**src/rtl/fcfd_pkg.sv**
```systemverilog
// ----------------------------------------------------------------------------
// fcfd_pkg
// Keyword table, register indexes and result types for the framed command
// flag decoder.
// ----------------------------------------------------------------------------
package fcfd_pkg;

  localparam int KW_COUNT   = 6;
  localparam int KW_MAX_LEN = 11;
  localparam int KW_POS_W   = 4;

  // configuration register indexes
  typedef enum logic [0:0] {
    REG_START_CHAR = 1'b0,
    REG_END_CHAR   = 1'b1
  } cfg_reg_t;

  // device whose enable flag a keyword drives
  typedef enum logic [1:0] {
    DEV_ACC      = 2'd0,
    DEV_BUTTONS  = 2'd1,
    DEV_JOYSTICK = 2'd2
  } dev_t;

  // keyword text, right-justified: char i sits in byte (len - 1 - i)
  typedef logic [KW_MAX_LEN-1:0][7:0] kw_text_t;

  localparam kw_text_t KW_TEXT [KW_COUNT] = '{
    kw_text_t'("AccOff"),
    kw_text_t'("AccOn"),
    kw_text_t'("ButtonsOff"),
    kw_text_t'("ButtonsOn"),
    kw_text_t'("JoystickOff"),
    kw_text_t'("JoystickOn")
  };

  localparam logic [KW_POS_W-1:0] KW_LEN [KW_COUNT] = '{
    4'd6, 4'd5, 4'd10, 4'd9, 4'd11, 4'd10
  };

  localparam dev_t KW_DEV [KW_COUNT] = '{
    DEV_ACC, DEV_ACC, DEV_BUTTONS, DEV_BUTTONS, DEV_JOYSTICK, DEV_JOYSTICK
  };

  localparam logic KW_VAL [KW_COUNT] = '{
    1'b0, 1'b1, 1'b0, 1'b1, 1'b0, 1'b1
  };

  // character at position pos of keyword k (valid for pos < KW_LEN[k])
  function automatic logic [7:0] kw_char(input int k, input logic [KW_POS_W-1:0] pos);
    logic [KW_POS_W-1:0] idx;
    idx = KW_LEN[k] - KW_POS_W'(1) - pos;
    return KW_TEXT[k][idx];
  endfunction

  // one result transaction
  typedef struct packed {
    logic acc_enabled;
    logic buttons_enabled;
    logic joystick_enabled;
    logic frame_closed;
    logic command_matched;
    logic frame_overflow;
  } res_t;

endpackage

```
**src/rtl/framed_command_flag_decoder_unit.sv**
```systemverilog
// ----------------------------------------------------------------------------
// framed_command_flag_decoder_unit
// Collects framed serial text and turns the six on/off keywords into three
// enable flags, reporting the flags after every byte.
// ----------------------------------------------------------------------------
//
//  channel   dir  handshake             payload
//  --------  ---  --------------------  -------------------------------------
//  in_       in   in_valid / in_stall   in_rx_byte[7:0]
//  out_      out  out_valid / out_stall out_acc_enabled, out_buttons_enabled,
//                                       out_joystick_enabled, out_frame_closed,
//                                       out_command_matched, out_frame_overflow
//  cfg_      in   cfg_valid / cfg_ready cfg_index, cfg_wdata[7:0]
//
//  one byte per cycle while in_stall is low; each accepted byte yields a
//  registered result. frame state and the per-keyword prefix match bits
//  update on accept, so the incoming byte is compared against the keyword
//  table in the same cycle; only one match bit per keyword is stored.
//  a two-entry result buffer (output register plus skid) keeps input open
//  while one result waits; in_stall rises only when both entries hold data.
//  synchronous active-low reset: flags to acc off, buttons on, joystick on,
//  registers to '#' and '%', no open frame, result buffer empty.
//
module framed_command_flag_decoder_unit
  import fcfd_pkg::*;
#(
  parameter int MSG_CAPACITY = 14
) (
  input  logic       clk,
  input  logic       rst_n,

  input  logic       in_valid,
  output logic       in_stall,
  input  logic [7:0] in_rx_byte,

  output logic       out_valid,
  input  logic       out_stall,
  output logic       out_acc_enabled,
  output logic       out_buttons_enabled,
  output logic       out_joystick_enabled,
  output logic       out_frame_closed,
  output logic       out_command_matched,
  output logic       out_frame_overflow,

  input  logic       cfg_valid,
  output logic       cfg_ready,
  input  cfg_reg_t   cfg_index,
  input  logic [7:0] cfg_wdata
);

  localparam int LEN_W = $clog2(MSG_CAPACITY + 1);

  // configuration
  logic [7:0] start_char_r;
  logic [7:0] end_char_r;

  // frame state
  logic                in_frame_r, in_frame_nxt;
  logic [LEN_W-1:0]    len_r, len_nxt;
  logic                ovf_r, ovf_nxt;
  logic [KW_COUNT-1:0] match_r, match_nxt;
  logic                acc_r, acc_nxt;
  logic                btn_r, btn_nxt;
  logic                joy_r, joy_nxt;

  // result buffer
  res_t res_nxt;
  res_t out_r;
  logic out_valid_r;
  res_t skid_r;
  logic skid_valid_r;

  logic accept;
  logic out_free;

  assign cfg_ready = 1'b1;
  assign accept    = in_valid && !in_stall;
  assign in_stall  = skid_valid_r;
  assign out_free  = !out_valid_r || !out_stall;

  // next frame state and result for the incoming byte
  always_comb begin
    in_frame_nxt = in_frame_r;
    len_nxt      = len_r;
    ovf_nxt      = ovf_r;
    match_nxt    = match_r;
    acc_nxt      = acc_r;
    btn_nxt      = btn_r;
    joy_nxt      = joy_r;
    res_nxt      = '0;

    if (in_rx_byte == start_char_r) begin
      // start always wins, even inside a frame
      in_frame_nxt = 1'b1;
      len_nxt      = '0;
      ovf_nxt      = 1'b0;
      match_nxt    = '1;
    end else if (in_frame_r) begin
      if (in_rx_byte == end_char_r) begin
        in_frame_nxt         = 1'b0;
        res_nxt.frame_closed = 1'b1;
        if (ovf_r) begin
          res_nxt.frame_overflow = 1'b1;
        end else begin
          // keywords are distinct, so at most one hits
          for (int k = 0; k < KW_COUNT; k++) begin
            if (match_r[k] && (len_r == LEN_W'(KW_LEN[k]))) begin
              res_nxt.command_matched = 1'b1;
              case (KW_DEV[k])
                DEV_ACC:     acc_nxt = KW_VAL[k];
                DEV_BUTTONS: btn_nxt = KW_VAL[k];
                default:     joy_nxt = KW_VAL[k];
              endcase
            end
          end
        end
      end else if (in_rx_byte != 8'd0) begin
        if (len_r < LEN_W'(MSG_CAPACITY)) begin
          len_nxt = len_r + LEN_W'(1);
          // extend each keyword's prefix match by this character
          for (int k = 0; k < KW_COUNT; k++) begin
            match_nxt[k] = match_r[k] && (len_r < LEN_W'(KW_LEN[k])) &&
                           (in_rx_byte == kw_char(k, len_r[KW_POS_W-1:0]));
          end
        end else begin
          ovf_nxt = 1'b1;
        end
      end
    end

    res_nxt.acc_enabled      = acc_nxt;
    res_nxt.buttons_enabled  = btn_nxt;
    res_nxt.joystick_enabled = joy_nxt;
  end

  // control and configuration
  always_ff @(posedge clk) begin
    if (!rst_n) begin
      start_char_r <= 8'd35;
      end_char_r   <= 8'd37;
      in_frame_r   <= 1'b0;
      len_r        <= '0;
      ovf_r        <= 1'b0;
      match_r      <= '1;
      acc_r        <= 1'b0;
      btn_r        <= 1'b1;
      joy_r        <= 1'b1;
      out_valid_r  <= 1'b0;
      skid_valid_r <= 1'b0;
    end else begin
      if (cfg_valid && cfg_ready) begin
        case (cfg_index)
          REG_START_CHAR: start_char_r <= cfg_wdata;
          REG_END_CHAR:   end_char_r   <= cfg_wdata;
          default:        ;
        endcase
      end

      if (accept) begin
        in_frame_r <= in_frame_nxt;
        len_r      <= len_nxt;
        ovf_r      <= ovf_nxt;
        match_r    <= match_nxt;
        acc_r      <= acc_nxt;
        btn_r      <= btn_nxt;
        joy_r      <= joy_nxt;
      end

      if (out_free) begin
        // skid drains first; no accept can happen while it is full
        if (skid_valid_r) begin
          out_valid_r  <= 1'b1;
          skid_valid_r <= 1'b0;
        end else begin
          out_valid_r <= accept;
        end
      end else if (accept) begin
        skid_valid_r <= 1'b1;
      end
    end
  end

  // result payload, no reset needed
  always_ff @(posedge clk) begin
    if (out_free) begin
      out_r <= skid_valid_r ? skid_r : res_nxt;
    end else if (accept) begin
      skid_r <= res_nxt;
    end
  end

  assign out_valid            = out_valid_r;
  assign out_acc_enabled      = out_r.acc_enabled;
  assign out_buttons_enabled  = out_r.buttons_enabled;
  assign out_joystick_enabled = out_r.joystick_enabled;
  assign out_frame_closed     = out_r.frame_closed;
  assign out_command_matched  = out_r.command_matched;
  assign out_frame_overflow   = out_r.frame_overflow;

endmodule
```
**config.mk**
```make
export PLATFORM = sky130hd
export DESIGN_NAME = framed_command_flag_decoder_unit
export DESIGN_NICKNAME = d
export VERILOG_FILES = /design/src/rtl/fcfd_pkg.sv /design/src/rtl/framed_command_flag_decoder_unit.sv
export SDC_FILE = /design/constraint.sdc
export NUM_CORES = 1
export LEC_CHECK = 0
export BUFFER_PORTS_ARGS = -buffer_cell sky130_fd_sc_hd__buf_2
export CAP_MARGIN = 10
export CORE_AREA = 2 2 84 86
export CTS_CLUSTER_DIAMETER = 200
export DETAILED_ROUTE_END_ITERATION = 10
export DIE_AREA = 0 0 86 88
export GPL_TIMING_DRIVEN = 0
export MAX_ROUTING_LAYER = met4
export PLACE_DENSITY = 0.75
export RECOVER_POWER = 25
export SETUP_SLACK_MARGIN = 0.05
export SYNTH_ARGS = -nofsm -noshare
export SYNTH_HDL_FRONTEND = slang
export SYNTH_SLANG_ARGS = --single-unit
```
**constraint.sdc**
```tcl
create_clock -name clk -period 3 [get_ports clk]
set_input_delay 0.3 -clock clk [delete_from_list [all_inputs] [get_ports clk]]
set_output_delay 0.3 -clock clk [all_outputs]
set_load 0.02 [all_outputs]
```
==> out/results.txt, run 1 <==
Hold Crit Class: in -> reg
DRC: 0
Reg2Reg Launch Point: len_r[2]
Unique masters post-synth: 63
Setup crit end kind: register
Leakage power: 1.43 nW
Fin. max-slew vios: 0
CP Launch Type: register
Max_cap viols: 0
Internal power: 0.951 mW
Max Fanout on Critical Path: 10
Final setup viols: 0
WP data arrival: 3.11 ns
Placed insts: 552
GRT overflow: 0
Asr flop ratio synth: 0%
Row count: 30
Crit path cell chain: buf_8 > clkinv_4 > ha_1 > buf_2 > or3_1 > buf_4 > a211o_1 > and3_1 > or4_4 > o31ai_4
First-pass GRT wire length: 15,800 um
Mapped Nets: 484
Max Buffers Root-to-Sink: 2
Die ar.: 7570 sq um
DRC violation total after the first TritonRoute iteration: 352
Die height: 88 um
Fin area: 3970 sq um
Sequential power share: 50.0%
CTS tree: yes
Final worst path period need: 2.87 ns
Max IR drop VDD: 0.349 mV
Root Buffer: clkbuf_8
Final Cycle Share: 95.8%
Slew @ Worst Pin: 0.713 ns
Vias in the first global route: 3,234
Initial Util: 53.4%
Max stage delay cell, worst path: or4_4
Sequential area share after synthesis: 28.8%
Fin cells: 563
DR vias: 3,551
Avg WL per Cell: 17.8 um
Power Dens Cells: 325 nW/um^2
Mapped cell area: 3550 sq um
Cell Area, Placed: 3780 sq um
Most common cell after layout, fill and taps aside: nand2_1
R2R cell count: 10
TritonCTS Buffers: 5
Ys Warns: 0
RSZ-0062 raised after global routing: true
Pin count of the biggest net entering global routing: 16
Hold slack final: 0.214 ns
Syn Area/Cell: 7.94 sq um
Post-layout nets: 519
# clock sinks: 45
CP max stage delay: 0.52 ns
Ant diodes: 0
Final Hold Violating Endpoints: 0
GRT Util Overall: 27.3%
Layout cells sized above 1: 12.8%
Initial antenna violation count: 0
R2R setup slack: 0.13 ns
EDFF count, synth: 12
Die span in x: 86 um
Placer Congestion: 1.04
Clock power frac: 36.5%
Reg clk slew, reported paths: 0.09 ns
Critical path type: reg -> reg
Combinational power share: 13.5%
Ports: 31
Psw: 0.339 mW
Clock latency on the worst-skew pair: 0.31 ns
RR Endpoint: match_r[4]
Status: complete, no violations
Hold Path End: start_char_r[0]
Wirelength, routed: 10,000 um
Ys flop type: dfxtp_1
Setup Skew: 0.00869 ns
Worst path required time: 3.23 ns
Post-Synthesis Cells: 447
Switching share of power: 26.3%
Hold Startpoint: cfg_wdata[0]
Maximum clock rate: 348 MHz
Slew headroom: 51.9%
Worst hold stages: 3
Synthesized flop and latch total: 45
Drt pass-1 iters: 9
Hold_buf cts: 0
PortBufs: 25
Detailed placement HPWL: 7040 um
Most frequent cells in the layout: nand2_1 (58), dfxtp_1 (30), clkbuf_1 (28)
Htree depth: 2
Core footprint: 6640 sq um
Final Power: 1.29 mW
Antenna Nets Post-Route: 0
Vias per std cell: 6.31
Area Growth Syn to Fin: 12.0%
-- stage by stage --
step	TNS [ns]	worst slack (ns)	utilization, %
2_1_floorplan	0	0.0629	-
3_3_place_gp	-1.38	-0.493	56.9
3_5_place_dp	-1.33	-0.476	56.9
4_1_cts	0	0.0916	59.2
5_1_grt	0	0.0318	59.8
6_report	0	0.126	59.8
-- critical path, delay by kind of cell, from the launching register on --
family	cells	cell delay, ns
AO/OA/AOI/OAI	2	0.53
adder cells (fa/ha/maj)	1	0.19
buffers and inverters	4	0.62
flip-flops	1	0.41
AND/OR/NAND/NOR	3	1.05
-- sequential cells by signal (all words and copies together), names as in the netlist --
signal                count
len_r                     4
out_command_matched       1
out_acc_enabled           1
acc_r                     1
out_joystick_enabled      1
out_buttons_enabled       1
joy_r                     1
out_frame_overflow        1
ovf_r                     1
start_char_r              8
end_char_r                8
in_frame_r                1
out_valid                 1
match_r                   6
btn_r                     1
in_stall                  1
out_frame_closed          1
skid_r                    6
-- power groups by stage --
stage / Combinational, mW / Sequential, mW / Clock (mW)
after floorplan: 0.113 / 0.666 / 0
after CTS: 0.170 / 0.647 / 0.472
after detailed placement: 0.169 / 0.662 / 0
final: 0.174 / 0.645 / 0.471
after global placement: 0.166 / 0.661 / 0
after global routing: 0.191 / 0.647 / 0.494
-- kinds of logic (layout without fill, tap and decap cells) --
family / after synthesis / in the layout / share of synthesized area, %
other: 1 / 1 / 0.106
DFF: 45 / 45 / 28.8
buffers and inverters: 55 / 91 / 6.14
AOI/OAI and AO/OA: 96 / 96 / 19.3
xor gates and xnor gates: 44 / 44 / 10.9
adders and majority gates: 15 / 15 / 5.29
muxes: 12 / 12 / 3.56
and+or+nand+nor: 179 / 179 / 26.0
-- cell usage after synthesis (11+ instances only) --
cell type	instances	area, sq um
dfxtp_1	33	661
ha_1	15	188
nand3_1	23	115
nand2b_1	11	68.8
inv_1	14	52.6
nor3_1	11	55.1
xnor2_1	26	228
a21oi_1	13	65.1
nor2_1	20	75.1
o21ai_0	15	75.1
edfxtp_1	12	360
nand2_1	58	218
xor2_1	18	158
a21boi_0	14	105
clkbuf_1	30	113
-- cell type report --
class,count,area [sq um]
fillers,576,2670
multi-input cells,347,2320
flip-flops and latches,45,1030
plain buffers,38,179
repair buffers,29,153
well taps,80,100
inverters,16,76.3
clock buffers,5,68.8
clock inverters,3,46.3
-- worst max-delay path by stage --
stage | start | endpoint | slack [ns] | depth (start not counted)
after CTS | len_r[0] | match_r[4] | 0.09 | 8
final | len_r[2] | match_r[4] | 0.13 | 10
after global routing | len_r[2] | match_r[5] | 0.03 | 11
after global placement | len_r[1] | match_r[5] | -0.49 | 11
after detailed placement | len_r[1] | match_r[5] | -0.48 | 11
after floorplan | len_r[1] | match_r[4] | 0.06 | 10
-- metal layers --
layer | GRT usage (%) | wire length (um)
met1 | 34.7 | 4160
met2 | 43.3 | 4750
met3 | 4.52 | 861
met4 | 11.0 | 274
met5 | - | 0
-- timing repair --
item	CTS	global route
buffers inserted	1	3
endpoints found under the setup margin	5	3
hold endpoints to repair	0	0
gates resized for setup	12	8
Power figures use the tool's default switching activity.
==> inputs of run 2 (changes only) <==
--- a/config.mk
+++ b/config.mk
@@ -8,12 +8,13 @@
 export BUFFER_PORTS_ARGS = -buffer_cell sky130_fd_sc_hd__buf_2
 export CAP_MARGIN = 10
 export CORE_AREA = 2 2 84 86
+export CTS_BUF_LIST = sky130_fd_sc_hd__clkbuf_4 sky130_fd_sc_hd__clkbuf_8
 export CTS_CLUSTER_DIAMETER = 200
 export DETAILED_ROUTE_END_ITERATION = 10
 export DIE_AREA = 0 0 86 88
 export GPL_TIMING_DRIVEN = 0
 export MAX_ROUTING_LAYER = met4
-export PLACE_DENSITY = 0.75
+export PLACE_DENSITY = 0.72
 export RECOVER_POWER = 25
 export SETUP_SLACK_MARGIN = 0.05
 export SYNTH_ARGS = -nofsm -noshare
==> constraint.sdc (replaced) <==
create_clock -name clk -period 3.4 [get_ports clk]
set_input_delay 0.34 -clock clk [delete_from_list [all_inputs] [get_ports clk]]
set_output_delay 0.34 -clock clk [all_outputs]
set_load 0.02 [all_outputs]
==> run 2 against run 1 <==
Compared with the run above:
- first-iteration DRC count fell by 2.3%
- cell count fell by 0.53%
- sequential share of layout area rose by 0.46 points
- clock power fell by 30%
- clock skew fell by 0.0023 ns
- power fell by 18%
- global-route usage rose by 0.41 points
- sequential power fell by 11%
- worst setup slack improved by 0.028 ns
- combinational power fell by 11%
==> out/results.txt, run 2 (synthesis gave the netlist of run 1 again) <==
Status: complete, no violations
# clock sinks: 45
Most common cell on crit path: buf_2
Hold Crit Class: in -> reg
Detailed placement HPWL: 7080 um
R2R cell count: 10
RSZ-0062 raised after global routing: false
Row count: 30
Avg WL per Cell: 17.8 um
Max Fanout on Critical Path: 12
Crit path cell chain: buf_2 > clkinv_4 > ha_1 > buf_2 > or3_1 > buf_2 > a211o_1 > and3_1 > or4_4 > o31ai_2
Root Buffer: clkbuf_8
Fin cells: 560
Ant diodes: 0
Die height: 88 um
Post-layout nets: 516
Vias in the first global route: 3,333
Initial Util: 53.4%
Htree depth: 2
CTS tree: yes
Fin. max-slew vios: 0
Slew headroom: 49.2%
Core footprint: 6640 sq um
Die span in x: 86 um
Biggest regs: end_char_r x8, start_char_r x8
Ports: 31
Final worst path period need: 3.25 ns
Final core occ: 58.3%
Initial antenna violation count: 0
Drt pass-1 iters: 6
Pin count of the biggest net entering global routing: 14
Worst path required time: 3.62 ns
Critical path type: reg -> reg
Final Hold Violating Endpoints: 0
CP Launch Type: register
Final Cycle Share: 95.5%
Setup crit end kind: register
Setup Skew: 0.00637 ns
Most common cell after layout, fill and taps aside: nand2_1
Maximum clock rate: 308 MHz
Vias per std cell: 6.35
First-pass GRT wire length: 16,100 um
GRT Util Overall: 27.7%
DR vias: 3,556
Hold slack final: 0.259 ns
Setup WS pre-CTS: -0.604 ns
Slew @ Worst Pin: 0.742 ns
TritonCTS Buffers: 5
Layout cells sized above 1: 11.9%
Max IR drop VDD: 0.308 mV
DRC violation total after the first TritonRoute iteration: 344
Die ar.: 7570 sq um
Max Buffers Root-to-Sink: 2
Final setup viols: 0
Placer Congestion: 0.979
Postcts setup bufs: 0
Antenna Nets Post-Route: 0
WP data arrival: 3.47 ns
Clock latency on the worst-skew pair: 0.30 ns
Max stage delay cell, worst path: or4_4
CP max stage delay: 0.50 ns
Power Dens Cells: 273 nW/um^2
DRC: 0
Wirelength, routed: 10000 um
PortBufs: 25
Area Growth Syn to Fin: 9.10%
GRT overflow: 0
Max_cap viols: 0
Leakage power: 1.40 nW
Worst hold stages: 3
Post-route setup slack: 0.155 ns
Placed insts: 552
Reg clk slew, reported paths: 0.08 ns
Most frequent cells in the layout: nand2_1 (58), buf_2 (31), dfxtp_1 (31)
## run 2: final timing paths
kind	start	end	slack, ns
setup / recovery	len_r[1]	match_r[4]	0.15
setup reg to reg	len_r[1]	match_r[4]	0.15
hold reg to reg	end_char_r[3]	end_char_r[3]	0.48
hold / removal	cfg_wdata[0]	start_char_r[0]	0.26
## run 2: what timing repair did
item | CTS | global route
hold buffers | 0 | 0
resized for setup | 5 | 6
setup endpoints to repair | 6 | 2
hold endpoints to repair | 0 | 0
## run 2: critical path: cells and delay by family, from the launching register on
kind / cells / cell delay, ns
AOI/OAI and AO/OA: 2 / 0.55
adders and majority gates: 1 / 0.23
buffers and inverters: 4 / 0.89
DFF: 1 / 0.47
and+or+nand+nor: 3 / 1.02
## run 2: area by class of cell
type | count | area [sq um]
fill | 621 | 2770
multi-input combinational | 347 | 2310
sequential | 45 | 1020
buffer | 39 | 161
timing repair buffer | 25 | 124
tap | 80 | 100
clock buffer | 6 | 76.3
inverter | 16 | 66.3
clock inverter | 2 | 10.0
## run 2: metal layers
metal  routed length [um]  vias up  global-route usage [%]
met3                  869       34                    4.34
li1                     -     1669                       -
met2                 4610      208                    44.0
met1                 4240     1645                    35.3
met5                    0        -                       -
met4                  267        0                    11.3
## run 2: power by group
group	leakage (nW)	internal [mW]	switching [mW]	total, mW
sequential	0.380	0.563	0.00864	0.572
combinational	0.972	0.0582	0.0961	0.154
clock	0.0484	0.151	0.179	0.330
total	1.40	0.772	0.284	1.06
## run 2: per-stage QoR
stage	area (sq um)	setup TNS, ns	power (mW)
floorplan	3550	0	0.687
global placement	3770	-2.55	0.731
detailed placement	3770	-2.27	0.734
CTS	3870	0	1.05
global route	3870	0	1.09
finish	3870	0	1.06
